<file path="config.mk">
export PLATFORM = sky130hd
export DESIGN_NAME = distance_vector_route_update_core
export DESIGN_NICKNAME = d
export VERILOG_FILES = /design/src/rtl/dvru_pkg.sv /design/src/rtl/distance_vector_route_update_core.sv /design/src/rtl/dvru_ram.sv
export SDC_FILE = /design/constraint.sdc
export NUM_CORES = 2
export LEC_CHECK = 0
export BUFFER_PORTS_ARGS = -buffer_cell sky130_fd_sc_hd__clkbuf_2
export CAP_MARGIN = 20
export CORE_ASPECT_RATIO = 0.7
export CORE_MARGIN = 2
export CORE_UTILIZATION = 62
export DETAILED_ROUTE_END_ITERATION = 10
export PLACE_DENSITY_LB_ADDON = 0.3
export SLEW_MARGIN = 20
export SYNTH_ARGS = -nofsm -noshare
export SYNTH_HDL_FRONTEND = slang
export SYNTH_SLANG_ARGS = --single-unit
</file>
<file path="constraint.sdc">
create_clock -name clk -period 5.85 [get_ports clk]
set_input_delay 1.4625 -clock clk [delete_from_list [all_inputs] [get_ports clk]]
set_output_delay 1.4625 -clock clk [all_outputs]
set_load 0.05 [all_outputs]
</file>
<file path="src/rtl/dvru_pkg.sv">
`timescale 1ns / 1ps
// ----------------------------------------------------------------------------
// dvru_pkg
// Shared constants for the distance-vector route update core.
// ----------------------------------------------------------------------------
package dvru_pkg;

	localparam int DEF_MAX_ROUTES         = 16;
	localparam int DEF_MAX_NEIGHBORS      = 16;
	localparam int DEF_MAX_VECTOR_ENTRIES = 16;

	localparam logic [15:0] NODE_LOW  = 16'd1025;
	localparam logic [15:0] NODE_HIGH = 16'd65535;

	localparam logic [2:0] ST_OK        = 3'd0;
	localparam logic [2:0] ST_BAD_NODE  = 3'd1;
	localparam logic [2:0] ST_UNKNOWN   = 3'd2;
	localparam logic [2:0] ST_FULL      = 3'd3;
	localparam logic [2:0] ST_SELF      = 3'd4;
	localparam logic [2:0] ST_DUPLICATE = 3'd5;

	localparam logic KIND_ADD    = 1'b0;
	localparam logic KIND_VECTOR = 1'b1;

endpackage

</file>
<file path="src/rtl/distance_vector_route_update_core.sv">
`timescale 1ns / 1ps
// ----------------------------------------------------------------------------
// distance_vector_route_update_core
// Bellman-Ford route table update with neighbor table and vector staging.
// ----------------------------------------------------------------------------
// Channel   Direction  Handshake                 Payload
// config    in         cfg_we                    cfg_data (self_id)
// command   in         start & !busy             kind peer_id node_id distance last
// result    out        done (one cycle)          status route_* table_changed
//                                                send_table end_of_run
//
// A non-last vector entry is staged in the accept cycle and busy stays low.
// Other items walk the tables held in RAM, one entry at a time: address,
// then registered read data. An add searches the neighbors, then the routes;
// a merge searches the neighbors, then the routes for each staged entry, and
// emits the table when it changed or on the first run. Reset clears counts and
// flags and sets self_id to NODE_LOW; the tables need no clearing. Results cannot be stalled.
// ----------------------------------------------------------------------------
module distance_vector_route_update_core #(
	parameter int MAX_ROUTES         = dvru_pkg::DEF_MAX_ROUTES,
	parameter int MAX_NEIGHBORS      = dvru_pkg::DEF_MAX_NEIGHBORS,
	parameter int MAX_VECTOR_ENTRIES = dvru_pkg::DEF_MAX_VECTOR_ENTRIES
) (
	input  logic        clk,
	input  logic        arst_n,
	input  logic        cfg_we,
	input  logic [15:0] cfg_data,
	input  logic        start,
	output logic        busy,
	input  logic        kind,
	input  logic [15:0] peer_id,
	input  logic [15:0] node_id,
	input  logic [15:0] distance,
	input  logic        last,
	output logic        done,
	output logic [2:0]  status,
	output logic [15:0] route_node,
	output logic [15:0] route_distance,
	output logic [15:0] route_next_hop,
	output logic        table_changed,
	output logic        send_table,
	output logic        end_of_run
);
	import dvru_pkg::*;

	localparam int RAW = (MAX_ROUTES > 1) ? $clog2(MAX_ROUTES) : 1;
	localparam int NAW = (MAX_NEIGHBORS > 1) ? $clog2(MAX_NEIGHBORS) : 1;
	localparam int SAW = (MAX_VECTOR_ENTRIES > 1) ? $clog2(MAX_VECTOR_ENTRIES) : 1;
	localparam int RCW = $clog2(MAX_ROUTES + 1);
	localparam int NCW = $clog2(MAX_NEIGHBORS + 1);
	localparam int SCW = $clog2(MAX_VECTOR_ENTRIES + 1);

	localparam logic [3:0] S_IDLE   = 4'd0;
	localparam logic [3:0] S_NSRCH  = 4'd1;
	localparam logic [3:0] S_NWAIT  = 4'd2;
	localparam logic [3:0] S_RSRCH  = 4'd3;
	localparam logic [3:0] S_RWAIT  = 4'd4;
	localparam logic [3:0] S_APPLY  = 4'd5;
	localparam logic [3:0] S_MREAD  = 4'd6;
	localparam logic [3:0] S_MWAIT  = 4'd7;
	localparam logic [3:0] S_FINISH = 4'd8;
	localparam logic [3:0] S_EREAD  = 4'd9;
	localparam logic [3:0] S_EWAIT  = 4'd10;

	logic [3:0]     state_q;
	logic [15:0]    self_q;
	logic           kind_q;
	logic [15:0]    peer_q, target_q, dist_q, ncost_q, rdist_q;
	logic [RCW-1:0] rcount_q, ridx_q;
	logic [RAW-1:0] rhit_q;
	logic           rfound_q;
	logic [NCW-1:0] ncount_q, nidx_q;
	logic [SCW-1:0] scount_q, cnt_q, midx_q;
	logic           sbad_q, first_q, changed_q;
	logic [2:0]     st_q;

	logic           done_q;
	logic [2:0]     status_q;
	logic [15:0]    rnode_q, rdist_out_q, rhop_q;
	logic           chg_q, snd_q, eor_q;

	logic           rt_we, nb_we, sg_we;
	logic [RAW-1:0] rt_waddr;
	logic [47:0]    rt_wdata, rt_rdata;
	logic [31:0]    nb_rdata, sg_rdata;
	logic           accept, node_good, peer_good, rfull, closer;
	logic [16:0]    sum;

	assign busy       = (state_q != S_IDLE);
	assign accept     = start && !busy;
	assign node_good  = (node_id >= NODE_LOW) && (node_id <= NODE_HIGH);
	assign peer_good  = (peer_id >= NODE_LOW) && (peer_id <= NODE_HIGH);
	assign rfull      = (rcount_q >= RCW'(MAX_ROUTES));
	assign closer     = (dist_q < rdist_q);
	assign sum        = {1'b0, sg_rdata[15:0]} + {1'b0, ncost_q};
	assign sg_we      = accept && (kind == KIND_VECTOR) && node_good
	                    && (scount_q < SCW'(MAX_VECTOR_ENTRIES));
	assign rt_wdata   = {target_q, dist_q, peer_q};

	always_comb begin
		rt_we    = 1'b0;
		nb_we    = 1'b0;
		rt_waddr = rhit_q;
		if (state_q == S_APPLY) begin
			if (kind_q == KIND_ADD) begin
				if (rfound_q || !rfull) begin
					nb_we = 1'b1;
					if (rfound_q) begin
						rt_we = closer;
					end else begin
						rt_we    = 1'b1;
						rt_waddr = rcount_q[RAW-1:0];
					end
				end
			end else begin
				if (rfound_q) begin
					rt_we = closer;
				end else if (!rfull) begin
					rt_we    = 1'b1;
					rt_waddr = rcount_q[RAW-1:0];
				end
			end
		end
	end

	dvru_ram #(.WIDTH(48), .DEPTH(MAX_ROUTES), .AW(RAW)) u_route_ram (
		.clk   (clk),
		.we    (rt_we),
		.waddr (rt_waddr),
		.wdata (rt_wdata),
		.raddr (ridx_q[RAW-1:0]),
		.rdata (rt_rdata)
	);

	dvru_ram #(.WIDTH(32), .DEPTH(MAX_NEIGHBORS), .AW(NAW)) u_neighbor_ram (
		.clk   (clk),
		.we    (nb_we),
		.waddr (ncount_q[NAW-1:0]),
		.wdata ({peer_q, dist_q}),
		.raddr (nidx_q[NAW-1:0]),
		.rdata (nb_rdata)
	);

	dvru_ram #(.WIDTH(32), .DEPTH(MAX_VECTOR_ENTRIES), .AW(SAW)) u_stage_ram (
		.clk   (clk),
		.we    (sg_we),
		.waddr (scount_q[SAW-1:0]),
		.wdata ({node_id, distance}),
		.raddr (midx_q[SAW-1:0]),
		.rdata (sg_rdata)
	);

	always_ff @(posedge clk or negedge arst_n) begin
		if (!arst_n) begin
			state_q   <= S_IDLE;
			self_q    <= NODE_LOW;
			rcount_q  <= '0;
			ncount_q  <= '0;
			scount_q  <= '0;
			sbad_q    <= 1'b0;
			first_q   <= 1'b0;
			done_q    <= 1'b0;
		end else begin
			done_q <= 1'b0;
			if (cfg_we) begin
				self_q <= cfg_data;
			end
			unique case (state_q)
				S_IDLE: begin
					if (accept) begin
						kind_q    <= kind;
						peer_q    <= peer_id;
						target_q  <= peer_id;
						dist_q    <= distance;
						nidx_q    <= '0;
						ridx_q    <= '0;
						midx_q    <= '0;
						st_q      <= ST_OK;
						changed_q <= 1'b0;
						rnode_q     <= '0;
						rdist_out_q <= '0;
						rhop_q      <= '0;
						chg_q       <= 1'b0;
						snd_q       <= 1'b0;
						eor_q       <= 1'b1;
						if (kind == KIND_ADD) begin
							if (!peer_good) begin
								done_q   <= 1'b1;
								status_q <= ST_BAD_NODE;
							end else if (peer_id == self_q) begin
								done_q   <= 1'b1;
								status_q <= ST_SELF;
							end else begin
								state_q <= S_NSRCH;
							end
						end else if (last) begin
							// The vector closes here: clear staging for the next one.
							scount_q <= '0;
							sbad_q   <= 1'b0;
							cnt_q    <= sg_we ? scount_q + 1'b1 : scount_q;
							if (sbad_q || !sg_we) begin
								done_q   <= 1'b1;
								status_q <= ST_BAD_NODE;
							end else begin
								state_q <= S_NSRCH;
							end
						end else begin
							if (sg_we) begin
								scount_q <= scount_q + 1'b1;
							end else begin
								sbad_q <= 1'b1;
							end
						end
					end
				end
				S_NSRCH: begin
					if (nidx_q < ncount_q) begin
						state_q <= S_NWAIT;
					end else if (kind_q == KIND_VECTOR) begin
						done_q   <= 1'b1;
						status_q <= ST_UNKNOWN;
						state_q  <= S_IDLE;
					end else if (ncount_q >= NCW'(MAX_NEIGHBORS)) begin
						done_q   <= 1'b1;
						status_q <= ST_FULL;
						state_q  <= S_IDLE;
					end else begin
						state_q <= S_RSRCH;
					end
				end
				S_NWAIT: begin
					if (nb_rdata[31:16] == peer_q) begin
						if (kind_q == KIND_ADD) begin
							done_q   <= 1'b1;
							status_q <= ST_DUPLICATE;
							state_q  <= S_IDLE;
						end else begin
							ncost_q <= nb_rdata[15:0];
							state_q <= S_MREAD;
						end
					end else begin
						nidx_q  <= nidx_q + 1'b1;
						state_q <= S_NSRCH;
					end
				end
				S_RSRCH: begin
					if (ridx_q < rcount_q) begin
						state_q <= S_RWAIT;
					end else begin
						rfound_q <= 1'b0;
						state_q  <= S_APPLY;
					end
				end
				S_RWAIT: begin
					if (rt_rdata[47:32] == target_q) begin
						rfound_q <= 1'b1;
						rhit_q   <= ridx_q[RAW-1:0];
						rdist_q  <= rt_rdata[31:16];
						state_q  <= S_APPLY;
					end else begin
						ridx_q  <= ridx_q + 1'b1;
						state_q <= S_RSRCH;
					end
				end
				S_APPLY: begin
					if (kind_q == KIND_ADD) begin
						done_q  <= 1'b1;
						state_q <= S_IDLE;
						if (rfound_q || !rfull) begin
							status_q <= ST_OK;
							ncount_q <= ncount_q + 1'b1;
							if (!rfound_q) begin
								rcount_q <= rcount_q + 1'b1;
							end
						end else begin
							status_q <= ST_FULL;
						end
					end else begin
						if (rfound_q) begin
							if (closer) begin
								changed_q <= 1'b1;
							end
						end else if (!rfull) begin
							rcount_q  <= rcount_q + 1'b1;
							changed_q <= 1'b1;
						end else begin
							st_q <= ST_FULL;
						end
						midx_q  <= midx_q + 1'b1;
						state_q <= S_MREAD;
					end
				end
				S_MREAD: begin
					state_q <= (midx_q < cnt_q) ? S_MWAIT : S_FINISH;
				end
				S_MWAIT: begin
					if (sg_rdata[31:16] == self_q) begin
						midx_q  <= midx_q + 1'b1;
						state_q <= S_MREAD;
					end else begin
						target_q <= sg_rdata[31:16];
						dist_q   <= sum[16] ? 16'hFFFF : sum[15:0];
						ridx_q   <= '0;
						state_q  <= S_RSRCH;
					end
				end
				S_FINISH: begin
					status_q <= st_q;
					if (changed_q || !first_q) begin
						first_q <= 1'b1;
						if (rcount_q == '0) begin
							done_q  <= 1'b1;
							chg_q   <= changed_q;
							snd_q   <= 1'b1;
							state_q <= S_IDLE;
						end else begin
							ridx_q  <= '0;
							state_q <= S_EREAD;
						end
					end else begin
						done_q  <= 1'b1;
						state_q <= S_IDLE;
					end
				end
				S_EREAD: begin
					state_q <= S_EWAIT;
				end
				S_EWAIT: begin
					done_q      <= 1'b1;
					rnode_q     <= rt_rdata[47:32];
					rdist_out_q <= rt_rdata[31:16];
					rhop_q      <= rt_rdata[15:0];
					chg_q       <= changed_q;
					snd_q       <= 1'b1;
					eor_q       <= (ridx_q + 1'b1 == rcount_q);
					ridx_q      <= ridx_q + 1'b1;
					state_q     <= (ridx_q + 1'b1 == rcount_q) ? S_IDLE : S_EREAD;
				end
				default: begin
					state_q <= S_IDLE;
				end
			endcase
		end
	end

	assign done           = done_q;
	assign status         = status_q;
	assign route_node     = rnode_q;
	assign route_distance = rdist_out_q;
	assign route_next_hop = rhop_q;
	assign table_changed  = chg_q;
	assign send_table     = snd_q;
	assign end_of_run     = eor_q;

endmodule

</file>
<file path="src/rtl/dvru_ram.sv">
`timescale 1ns / 1ps
// ----------------------------------------------------------------------------
// dvru_ram
// Generic RAM: one write port, one read port, read data registered.
// ----------------------------------------------------------------------------
module dvru_ram #(
	parameter int WIDTH = 16,
	parameter int DEPTH = 16,
	parameter int AW    = (DEPTH > 1) ? $clog2(DEPTH) : 1
) (
	input  logic             clk,
	input  logic             we,
	input  logic [AW-1:0]    waddr,
	input  logic [WIDTH-1:0] wdata,
	input  logic [AW-1:0]    raddr,
	output logic [WIDTH-1:0] rdata
);

	logic [WIDTH-1:0] mem [DEPTH];

	always_ff @(posedge clk) begin
		if (we) begin
			mem[waddr] <= wdata;
		end
		rdata <= mem[raddr];
	end

endmodule
</file>
==> impl_metrics.yaml <==
status:
  status: "finished clean"
setup_path:
  slowest_delay_ns: 0.83
  ff2ff_path_depth: 10
  crit_path_cell_trace: "buf_8 > ha_1 > a21o_1 > a21o_1 > a21oi_1 > o21ai_0 > nand2_1 > a32oi_1 > nor2_4 > buf_4"
  crit_required_ns: 6.33
  r2r_end: "u_route_ram.mem[0][14]"
  crit_slowest_cell: "a32oi_1"
  path_max_fanout: 32
  start_kind: "flop"
  crit_type: "reg2reg"
  reg2reg_slack_ns: 1.49
  cp_common_cell: "a21o_1"
  crit_path_end_kind: "flop"
  r2r-start: "dist_q[1]"
  cp.arrival_ns: 4.84
detailed_routing:
  wl_per_cell_um: 30.9
  vias: 39614
  drt_iter0_drc: 5728
  drt_pass1_iterations: 5
  postRouteAntennaNets: 0
  drc: 0
  viasPerCell: 6.60
  wl_um: 185000
power:
  combPwrFrac: 0.178
  p_int_uw: 27200
  p_sw_frac: 0.266
  leakagePower_uw: 0.0296
  p_clk_frac: 0.326
  ir_drop_mv: 0.396
  power_density_nw_per_um2: 411
  pwr-share-seq: 0.496
  power_switching_uw: 9860
placement:
  placed_cell_area_um2: 84000
  io_buffers: 125
  dp_hpwl_um: 107000
  gp_congestion: 0.891
logic_synthesis:
  synthMuxAreaShare: 0.148
  synthArstFlopShare: 0.0181
  synth_compound_area_frac: 0.0238
  synth_seq_area_share: 0.769
  synth_xor_xnor_area_share: 0.0103
  syn-mean-instance-area_um2: 20.9
  synth-edff-count: 1954
  ys_top_cells_by_area: "edfxtp_1 73%, mux4_2 13%, dfxtp_1 2.8%, mux2i_1 1.4%, dfrtp_1 1.1%"
  yosysWarnings: 0
  synth_top_cell_area_share: 0.729
  syn_nets: 3970
  synth_area_leader_cell: "edfxtp_1"
  synth-simple-area-share: 0.0275
  synth_flop_cell: "edfxtp_1"
  synth_top_family_by_area: "multiplexers"
  ys_ff_latch: 2104
  synth_cell_types: 79
  synth_area_um2: 80500
  synth_cells: 3842
  synth_fa_ha_area_frac: 0.00911
sta:
  rsz0062_at_grt: "no"
  maxSlewViolCount: 0
  fin_crit_ns: 4.36
  setup_violations: 0
  max_slew_margin: 0.234
  fin_skew_ns: 0.0308
  setup_tns_ns: 0
  period_share: 0.746
  finalHoldViolCount: 0
  fmax_mhz: 229
  worst_pin_slew_ns: 1.15
finish:
  nFillCells: 7441
  area_growth_pct: 11.9
  layout.cell_area.non_filler_um2: 90000
  layout.cells.most_common: "edfxtp_1"
  drive_above_1_share: 0.258
  final_nets: 4225
  layout_common_cells: "1954 x edfxtp_1, 464 x mux4_2, 189 x clkbuf_16, 164 x nand2_1, 125 x clkbuf_2"
hold_path:
  hold_end: "ncost_q[12]"
  worstHoldStart: "u_neighbor_ram.rdata[12]"
  min_delay_path_depth: 0
  worst_hold_path_type: "reg2reg"
floorplan:
  core_area_um2: 129000
  initial_core_util: 0.625
  boundaryPins: 126
  die-area_um2: 133000
  die_w_um: 435
  rows: 110
  dieHeight_um: 305
cts:
  clockBufferDepth: 3
  numCtsBuffers: 182
  clkTransAtPathRegs_ns: 0.06
  htreeDepth: 4
  post_cts_buffers: 0
  root_buffer: "clkbuf_16"
  cts_resized: 0
  cts_hold_buf: 0
  clock_latency_ns: 0.82
  clock-sinks: 2104
  cts_tree: "yes"
grt:
  grt_use_total: 0.285
  grt_pass1_wl_um: 269000
  grt_pass1_vias: 39170
  overflow: 0
  grt_max_degree: 132
  antenna_found_initial: 17
job:
  maxCapViolations: 0
## routing by layer
metal  up-vias  routed length, um  part of all wire  track usage
met5         -                 68           0.00037            0
met4        10               4310             0.023       0.0791
met3       253              21700              0.12       0.0784
met2      2473              85000              0.46        0.415
met1     20589              74400              0.40        0.431
li1      16289                  -                 -            -
## cells by family after synthesis
kind of cell             count (synthesis)
flip-flops                            2104
adder cells (fa/ha/maj)                 58
XOR/XNOR                                94
AO/OA/AOI/OAI                          288
buffers and inverters                  234
AND/OR/NAND/NOR                        456
multiplexers                           608
## state kept, by name, summed over array words and instances (netlist names), 32 cells and up
register / count
u_route_ram.mem: 768
u_neighbor_ram.mem: 512
u_stage_ram.mem: 512
u_route_ram.rdata: 48
u_neighbor_ram.rdata: 32
u_stage_ram.rdata: 32
## cell type report
type / instances / area [um^2] / area share
diodes: 13 / 32.5 / 0.000361
flip-flops and latches: 2104 / 61900 / 0.687
clock buffers: 254 / 5170 / 0.0575
inverters: 51 / 191 / 0.00213
clock inverters: 85 / 811 / 0.00901
repair buffers: 254 / 1780 / 0.0197
well taps: 1736 / 2170 / 0.0241
multi-input cells: 1504 / 18000 / 0.200
## through the flow
step | util | hold WS (ns) | instances | setup WS, ns | power [uW]
final | 0.700 | 0.404 | 6001 | 1.49 | 37000
after global routing | 0.699 | 0.406 | 5995 | 1.44 | 38200
after CTS | 0.699 | 0.404 | 5986 | 1.26 | 37100
after detailed placement | 0.653 | 0.389 | 5647 | 1.07 | 25100
after global placement | 0.653 | 0.388 | 5647 | 1.13 | 25000
after floorplan | - | 0.386 | 3842 | 0.223 | 23000
## power groups by stage
stage	combinational [uW]	clock [uW]	sequential (uW)
floorplan	4350	0	18600
global placement	6360	0	18600
detailed placement	6490	0	18700
CTS	6580	12200	18400
global route	7040	12800	18400
finish	6590	12100	18400
## cell usage after synthesis, drive strengths merged, types with 21 or more instances
cell type	instances
a22oi	32
xnor2	37
dfxtp	112
ha	57
nor2	100
nand2	165
nor4	21
buf	66
clkbuf	117
nor3	35
o21ai	89
inv	51
dfrtp	36
xor2	57
mux4	464
a221oi	32
and3	55
edfxtp	1954
mux2	34
mux2i	110
a21oi	68
## worst max path at each step
stage | from | slack [ns] | endpoint
after global placement | node_id[3] | 1.13 | u_stage_ram.mem[7][4]
after global routing | dist_q[1] | 1.44 | u_route_ram.mem[1][19]
after CTS | dist_q[1] | 1.26 | u_route_ram.mem[11][9]
after detailed placement | node_id[3] | 1.07 | u_stage_ram.mem[7][6]
final | dist_q[1] | 1.49 | u_route_ram.mem[0][14]
after floorplan | start | 0.22 | end_of_run
## worst max-delay path: cells and delay by family, from the launching register on
kind | cells | cell delay, ns
AND/OR/NAND/NOR | 2 | 0.52
adder cells (fa/ha/maj) | 1 | 0.33
buffers and inverters | 2 | 0.63
AO/OA/AOI/OAI | 5 | 1.94
flip-flops | 1 | 0.54
No activity file was read; power rests on OpenSTA's default activity.
